### src/rtl/core/wgm_pkg.sv
package wgm_pkg;

  localparam int unsigned MaxPatternDef = 32;

  localparam logic [7:0] StarChar  = 8'd42;
  localparam logic [7:0] QuestChar = 8'd63;

  typedef enum logic [1:0] {
    FUNC_CLEAR  = 2'd0,
    FUNC_APPEND = 2'd1,
    FUNC_START  = 2'd2,
    FUNC_TEXT   = 2'd3
  } func_e;

  // one sweep token travelling down the cell row
  typedef struct packed {
    logic       active;
    logic       text;      // 1: text byte update, 0: empty-text recompute
    logic       emit;      // produce a result at the end of the row
    logic       last;
    logic [7:0] c;
    logic       prev_new;  // updated bit of the left neighbour
    logic       prev_old;  // bit of the left neighbour before this sweep
    logic       res;       // bit at the pattern length, picked up on the way
  } wave_t;

endpackage

### src/rtl/core/wgm_in_if.sv
interface wgm_in_if;
  logic       valid;
  logic       ready;
  logic [1:0] func;
  logic [7:0] char_in;
  logic       last;

  modport source (output valid, output func, output char_in, output last, input ready);
  modport sink   (input valid, input func, input char_in, input last, output ready);
endinterface

### src/rtl/core/wgm_out_if.sv
interface wgm_out_if;
  logic valid;
  logic ready;
  logic matched;
  logic pattern_overflow;
  logic last_out;

  modport source (output valid, output matched, output pattern_overflow, output last_out,
                  input ready);
  modport sink   (input valid, input matched, input pattern_overflow, input last_out,
                  output ready);
endinterface

### src/rtl/core/wgm_cell.sv
module wgm_cell import wgm_pkg::*; #(
  parameter int unsigned MAX_PATTERN = MaxPatternDef,
  parameter int unsigned IDX         = 1,
  localparam int unsigned LenW       = $clog2(MAX_PATTERN + 1)
) (
  input  logic            clk_i,
  input  logic            rst_ni,
  input  logic            advance_i,
  input  logic [LenW-1:0] len_i,
  input  logic            char_we_i,
  input  logic [7:0]      char_i,
  input  wave_t           wave_i,
  output wave_t           wave_o
);

  logic [7:0] pbyte_q;
  logic       vbit_q, vbit_d;
  wave_t      wave_q, wave_d;
  logic       in_pat, is_star, v;

  always_comb begin
    in_pat  = (len_i >= LenW'(IDX));
    is_star = (pbyte_q == StarChar);
    if (wave_i.text) begin
      if (is_star) begin
        v = in_pat && (vbit_q || wave_i.prev_new);
      end else begin
        v = in_pat && wave_i.prev_old && ((pbyte_q == QuestChar) || (pbyte_q == wave_i.c));
      end
    end else begin
      v = in_pat && is_star && wave_i.prev_new;
    end

    wave_d          = wave_i;
    wave_d.prev_new = v;
    wave_d.prev_old = vbit_q;
    if (len_i == LenW'(IDX)) begin
      wave_d.res = v;
    end
    vbit_d = (wave_i.active) ? v : vbit_q;
  end

  always_ff @(posedge clk_i) begin
    if (char_we_i && (len_i == LenW'(IDX - 1))) begin
      pbyte_q <= char_i;
    end
  end

  always_ff @(posedge clk_i or negedge rst_ni) begin
    if (!rst_ni) begin
      vbit_q <= 1'b0;
      wave_q <= '0;
    end else if (advance_i) begin
      vbit_q <= vbit_d;
      wave_q <= wave_d;
    end
  end

  assign wave_o = wave_q;

endmodule

### src/rtl/core/wildcard_glob_matcher.sv
// Streamed wildcard matcher: '*' matches any run of bytes (also empty), '?' any one byte.
// Load the pattern with clear and append transactions, then send start and text bytes;
// start and every text byte return one result telling whether the whole pattern matches
// the text since start. Clear and an append once the pattern is full send no token and
// keep the input ready (the byte is dropped and pattern_overflow stays set until the next
// clear). Every other transaction sends a token down the row of MAX_PATTERN pattern cells,
// one cell per cycle while the last cell is not stalled by an untaken result, and the
// block takes no new transaction until the token has left the last cell.
module wildcard_glob_matcher import wgm_pkg::*; #(
  parameter int unsigned MAX_PATTERN = MaxPatternDef
) (
  input  logic clk_i,
  input  logic rst_ni,
  wgm_in_if.sink    in_i,
  wgm_out_if.source out_o
);

  localparam int unsigned LenW = $clog2(MAX_PATTERN + 1);

  logic [LenW-1:0] len_q, len_d;
  logic            ovf_q, ovf_d;
  logic            bit0_q, bit0_d;
  logic            busy_q, busy_d;
  wave_t           inj_q, inj_d;
  logic            char_we;
  logic            advance;
  logic            accept;
  logic            out_valid_q, out_valid_d;
  logic            matched_q, ovf_out_q, last_out_q;
  logic            load_out;

  wave_t chain [MAX_PATTERN+1];

  assign chain[0] = inj_q;

  for (genvar g = 1; g <= MAX_PATTERN; g++) begin : g_cell
    wgm_cell #(
      .MAX_PATTERN (MAX_PATTERN),
      .IDX         (g)
    ) u_cell (
      .clk_i     (clk_i),
      .rst_ni    (rst_ni),
      .advance_i (advance),
      .len_i     (len_q),
      .char_we_i (char_we),
      .char_i    (in_i.char_in),
      .wave_i    (chain[g-1]),
      .wave_o    (chain[g])
    );
  end

  assign in_i.ready = !busy_q;
  assign accept     = in_i.valid && !busy_q;

  always_comb begin
    advance  = !(chain[MAX_PATTERN].active && chain[MAX_PATTERN].emit &&
                 out_valid_q && !out_o.ready);
    load_out = chain[MAX_PATTERN].active && chain[MAX_PATTERN].emit && advance;

    len_d   = len_q;
    ovf_d   = ovf_q;
    bit0_d  = bit0_q;
    busy_d  = busy_q;
    char_we = 1'b0;

    inj_d          = '0;
    inj_d.last     = in_i.last;
    inj_d.c        = in_i.char_in;
    inj_d.prev_old = bit0_q;

    if (chain[MAX_PATTERN].active && advance) begin
      busy_d = 1'b0;
    end

    if (accept) begin
      case (func_e'(in_i.func))
        FUNC_CLEAR: begin
          len_d  = '0;
          ovf_d  = 1'b0;
          bit0_d = 1'b1;
        end
        FUNC_APPEND: begin
          if (len_q < LenW'(MAX_PATTERN)) begin
            char_we        = 1'b1;
            len_d          = len_q + LenW'(1);
            inj_d.active   = 1'b1;
            inj_d.prev_new = 1'b1;
            bit0_d         = 1'b1;
            busy_d         = 1'b1;
          end else begin
            ovf_d = 1'b1;
          end
        end
        FUNC_START: begin
          inj_d.active   = 1'b1;
          inj_d.emit     = 1'b1;
          inj_d.prev_new = 1'b1;
          inj_d.res      = (len_q == '0);
          bit0_d         = 1'b1;
          busy_d         = 1'b1;
        end
        FUNC_TEXT: begin
          inj_d.active   = 1'b1;
          inj_d.emit     = 1'b1;
          inj_d.text     = 1'b1;
          bit0_d         = 1'b0;
          busy_d         = 1'b1;
        end
        default: begin
          busy_d = busy_q;
        end
      endcase
    end

    out_valid_d = out_valid_q;
    if (out_valid_q && out_o.ready) begin
      out_valid_d = 1'b0;
    end
    if (load_out) begin
      out_valid_d = 1'b1;
    end
  end

  always_ff @(posedge clk_i or negedge rst_ni) begin
    if (!rst_ni) begin
      len_q       <= '0;
      ovf_q       <= 1'b0;
      bit0_q      <= 1'b1;
      busy_q      <= 1'b0;
      inj_q       <= '0;
      out_valid_q <= 1'b0;
    end else begin
      len_q       <= len_d;
      ovf_q       <= ovf_d;
      bit0_q      <= bit0_d;
      busy_q      <= busy_d;
      out_valid_q <= out_valid_d;
      if (advance) begin
        inj_q <= inj_d;
      end
    end
  end

  always_ff @(posedge clk_i) begin
    if (load_out) begin
      matched_q  <= chain[MAX_PATTERN].res;
      ovf_out_q  <= ovf_q;
      last_out_q <= chain[MAX_PATTERN].last;
    end
  end

  assign out_o.valid            = out_valid_q;
  assign out_o.matched          = matched_q;
  assign out_o.pattern_overflow = ovf_out_q;
  assign out_o.last_out         = last_out_q;

endmodule

### src/flat_wrapper.sv
// flat-port wrapper written by rule: the top's interface ports become plain ports
module wildcard_glob_matcher_flat import wgm_pkg::*;
#(
  parameter int unsigned MAX_PATTERN = MaxPatternDef
)
  (clk_i, rst_ni, in_i_valid, in_i_func, in_i_char_in, in_i_last, in_i_ready, out_o_valid, out_o_matched, out_o_pattern_overflow, out_o_last_out, out_o_ready);
  wgm_in_if in_i_i ();
  wgm_out_if out_o_i ();
  input  logic clk_i;
  input  logic rst_ni;
  input wire logic [$bits(in_i_i.valid)-1:0] in_i_valid;
  input wire logic [$bits(in_i_i.func)-1:0] in_i_func;
  input wire logic [$bits(in_i_i.char_in)-1:0] in_i_char_in;
  input wire logic [$bits(in_i_i.last)-1:0] in_i_last;
  output wire logic [$bits(in_i_i.ready)-1:0] in_i_ready;
  output wire logic [$bits(out_o_i.valid)-1:0] out_o_valid;
  output wire logic [$bits(out_o_i.matched)-1:0] out_o_matched;
  output wire logic [$bits(out_o_i.pattern_overflow)-1:0] out_o_pattern_overflow;
  output wire logic [$bits(out_o_i.last_out)-1:0] out_o_last_out;
  input wire logic [$bits(out_o_i.ready)-1:0] out_o_ready;
  assign in_i_i.valid = in_i_valid;
  assign in_i_i.func = in_i_func;
  assign in_i_i.char_in = in_i_char_in;
  assign in_i_i.last = in_i_last;
  assign in_i_ready = in_i_i.ready;
  assign out_o_valid = out_o_i.valid;
  assign out_o_matched = out_o_i.matched;
  assign out_o_pattern_overflow = out_o_i.pattern_overflow;
  assign out_o_last_out = out_o_i.last_out;
  assign out_o_i.ready = out_o_ready;
  wildcard_glob_matcher #(.MAX_PATTERN(MAX_PATTERN)) u_core (.clk_i(clk_i), .rst_ni(rst_ni), .in_i(in_i_i), .out_o(out_o_i));
endmodule
### config.mk
export PLATFORM = sky130hd
export DESIGN_NAME = wildcard_glob_matcher_flat
export DESIGN_NICKNAME = d
export VERILOG_FILES = /design/src/rtl/core/wgm_pkg.sv /design/src/rtl/core/wgm_in_if.sv /design/src/rtl/core/wgm_out_if.sv /design/src/rtl/core/wgm_cell.sv /design/src/rtl/core/wildcard_glob_matcher.sv /design/src/flat_wrapper.sv
export SDC_FILE = /design/constraint.sdc
export NUM_CORES = 2
export LEC_CHECK = 0
export BUFFER_PORTS_ARGS = -buffer_cell sky130_fd_sc_hd__buf_4
export CAP_MARGIN = 20
export CORE_ASPECT_RATIO = 0.5
export CORE_MARGIN = 8
export CORE_UTILIZATION = 45
export CTS_BUF_LIST = sky130_fd_sc_hd__clkbuf_4 sky130_fd_sc_hd__clkbuf_8
export DETAILED_ROUTE_END_ITERATION = 10
export GPL_TIMING_DRIVEN = 1
export REMOVE_ABC_BUFFERS = 1
export SYNTH_ARGS = -nofsm -noshare
export SYNTH_HDL_FRONTEND = slang
export SYNTH_SLANG_ARGS = --single-unit
### constraint.sdc
create_clock -name clk_i -period 4.3 [get_ports clk_i]
set_input_delay 0 -clock clk_i [delete_from_list [all_inputs] [get_ports clk_i]]
set_output_delay 0 -clock clk_i [all_outputs]
set_load 0.02 [all_outputs]
==> flow_summary_export.csv <==
group,metric,value,unit
yosys,synthSimpleGateAreaFrac,22.2,%
drt,vias,23300,
yosys,synth_top_area_share,39.4,%
cts,ctsRootBufferMaster,"clkbuf_8",
yosys,avgSynthCellArea,10.1,um2
timing,fin_crit,3220,ps
hold_path,hold_depth,4,
critical_path,path_max_fanout,14,
timing,slew_headroom,30.9,%
global_route,grt_pass1_wl,131000,um
timing,slew_viol_final,0,
drt,dr_wl_met3,5100,um
floorplan,initial_utilization,45.6,%
final_layout,drive_gt1_share,7.58,%
job,cap_violations,0,
yosys,synth_compound_area_share,5.63,%
yosys,synth_flop_cell,"dfrtp_1",
drt,vias_per_cell,5.28,
hold_path,hold_end,"u_core.out_o.valid",
yosys,seq_area_frac_synth,62.9,%
critical_path,rr_startpoint,"u_core.len_q[1]",
power_and_ir_drop,p_per_area,399,mW/mm2
yosys,synth_area_leader_cell,"dfrtp_1",
critical_path,critPathArrivalTime,3590,ps
timing,worst_pin_slew,1030,ps
floorplan,io_pins,20,
floorplan,die_area,0.0835,mm2
global_route,antenna_found_initial,2,
global_route,grt_remaining_overflow,0,
placement,hpwl,53400,um
hold_path,min-delay-start,"out_o_ready",
yosys,syn_area,0.0333,mm2
cts,ctsLongestPathBuffers,3,
floorplan,die_width,401,um
final_layout,layout.nets,3358,
drt,routedWlPerCell,18.9,um
critical_path,cp.required,4670,ps
critical_path,start_kind,"flip-flop",
drt,topRoutingLayerUsed,"met4",
yosys,ys_types,68,
timing,skew,26.4,ps
cts,cts.reportedPaths.clkPinSlew,70,ps
cts,h-tree-depth,3,
drt,drtAntennaViolNets,0,
critical_path,rrSetupSlack,1080,ps
drt,wl,83200,um
drt,wirelength_met1,40300,um
placement,gp_congestion,0.841,
power_and_ir_drop,peakVddDrop,0.193,mV
drt,drc_errors,0,
final_layout,fill_cells,6560,
outcome,status,"finished, final reports clean",
cts,cts_buffers,111,
yosys,synth_cells,3289,
timing,whs,227,ps
critical_path,reg2regPathDepth,4,
yosys,async_flop_share,67.0,%
yosys,synth_top_family_by_area,"simple AND/OR/NAND/NOR gates",
yosys,synth_edf_count,259,
cts,cts_tree,"built",
yosys,synthMuxAreaShare,0.454,%
timing,finalSetupTns,0,ps
final_layout,syn_to_final_growth,11.1,%
yosys,synth.area.top_cells,"dfrtp_1, edfxtp_1, nand2_1, xnor2_1, xor2_1",
global_route,grt_pass1_vias,22500,
floorplan,fp.dieH,208,um
floorplan,rows,70,
yosys,synthXorXnorAreaFrac,6.65,%
drt,drtIter0Drc,2152,
timing,finalHoldViolations,0,
floorplan,core,0.0731,mm2
critical_path,rr_endpoint,"u_core.g_cell[26].u_cell.pbyte_q[2]",
yosys,ys.warnings.count,0,
timing,fin_crit_sh,75.0,%
timing,max_freq,310,MHz
global_route,grt_usage,19.7,%
yosys,ys_seq_elements,785,
hold_path,hp-class,"input pin to flip-flop",
cts,clk_latency,760,ps
placement,numPortBuffers,19,
critical_path,critPathCaptureType,"flip-flop",
yosys,yosys.cell_count.top_type,"nand2_1",
timing,setup-violations-final,0,
timing,rsz0062_at_grt,"no",
global_route,grt_max_degree,182,
critical_path,worstSetupPathType,"flip-flop to flip-flop",
power_and_ir_drop,total_power,14.8,mW
yosys,synth_common_cells,"nand2_1, dfrtp_1, edfxtp_1",
power_and_ir_drop,p_leak,16.2,nW
cts,cts_sinks,785,
yosys,synth_fa_ha_area_share,0.413,%
drt,wl_met2,36000,um
drt,dr.pass1.iters,6,
==> metal layers <==
| metal | vias up | GRT usage (%) |
|---|---|---|
| li1 | 11100 | - |
| met1 | 11400 | 29.5 |
| met2 | 596 | 29.2 |
| met3 | 141 | 3.61 |
| met4 | 0 | 5.58 |
| met5 | - | 0 |
==> how the worst max path moves through the flow <==
stage	slack, ps	depth (start not counted)	startpoint	endpoint
after global placement	1270	4	u_core.len_q[1]	u_core.g_cell[2].u_cell.pbyte_q[3]
after detailed placement	1200	7	in_i_func[1]	u_core.g_cell[2].u_cell.pbyte_q[6]
after floorplan	-13040	3	u_core.out_o.valid	u_core.chain[480]
after CTS	1170	4	u_core.len_q[1]	u_core.g_cell[26].u_cell.pbyte_q[5]
final	1080	4	u_core.len_q[1]	u_core.g_cell[26].u_cell.pbyte_q[2]
after global routing	970	7	u_core.len_q[1]	u_core.g_cell[25].u_cell.vbit_q
==> kinds of logic (layout without fill, tap and decap cells) <==
| group | Yosys count | after routing |
|---|---|---|
| compound gates | 293 | 293 |
| xor+xnor | 253 | 253 |
| fa+ha+maj | 11 | 11 |
| buf+inv | 139 | 280 |
| flops | 785 | 785 |
| mux | 15 | 15 |
| other cells | 0 | 1 |
| simple gates | 1793 | 1793 |
==> sequential cells by signal, summed over array words and instances (netlist names) <==
name and count:
u_core.out_o.valid 1, u_core.out_o.matched 1, u_core.busy_q 1, u_core.chain 15, u_core.ovf_q 1, u_core.out_o.last_out 1, u_core.out_o.pattern_overflow 1, u_core.g_cell.u_cell.wave_o 469
u_core.bit0_q 1, u_core.g_cell.u_cell.pbyte_q 256, u_core.g_cell.u_cell.vbit_q 32, u_core.len_q 6
==> what timing repair did <==
item	CTS	global route
buffers inserted	0	0
gates resized for setup	0	0
hold buffers	20	0
setup endpoints to repair	0	0
hold endpoints to repair	457	0
==> metrics by stage <==
step | setup slack (ps) | util, % | instances | area (um2)
global route | 967 | 50.6 | 4402 | 37000
detailed placement | 1200 | 47.0 | 4171 | 34400
global placement | 1270 | 47.0 | 4171 | 34400
CTS | 1170 | 50.6 | 4402 | 37000
floorplan | -13040 | - | 3158 | 32800
finish | 1080 | 50.6 | 4403 | 37000
==> cells in the final DEF, fill, tap and decap left out, types with 4 or more instances in the layout <==
master,n
nor2_1,110
edfxtp_1,259
or3_1,8
and3_1,48
or4_1,8
xor2_1,56
o211ai_1,24
mux2i_1,14
o21ai_0,51
nand4_1,67
a31oi_1,18
nand2b_1,10
buf_4,32
clkbuf_8,139
o22a_1,7
or2_2,8
o41ai_1,11
a221oi_1,5
a22o_1,7
ha_1,11
nor4_1,12
xnor2_1,197
inv_1,8
and2_1,7
nor3_1,41
a21oi_1,97
nand3b_1,4
clkbuf_4,45
dfrtp_1,525
dlygate4sd3_1,19
nand3_1,43
nand2_1,1402
o31ai_1,43
clkinv_1,12
clkinv_2,12
a21o_1,4
buf_12,8
nor2b_1,5
==> cell type report <==
type / instances / area (um2) / share of cell area [%]
sequential: 785 / 20900 / 56.6
multi-input combinational: 2365 / 11800 / 31.9
clock buffer: 184 / 2250 / 6.08
tap: 972 / 1220 / 3.29
timing repair buffer: 61 / 633 / 1.71
clock inverter: 27 / 151 / 0.409
inverter: 8 / 30.0 / 0.0811
antenna: 1 / 2.50 / 0.00676
==> report_power, final <==
| group | switching (mW) | internal, mW | total, mW |
|---|---|---|---|
| sequential | 0.183 | 7.89 | 8.07 |
| clock | 2.83 | 3.36 | 6.19 |
| combinational | 0.334 | 0.189 | 0.523 |
==> worst max-delay path, stage by stage, from the launching register on <==
cell,delay [ps]
dfrtp_1,520
inv_1,160
ha_1,520
nand2_1,790
nor2_1,840
No activity file was read; power rests on OpenSTA's default activity.
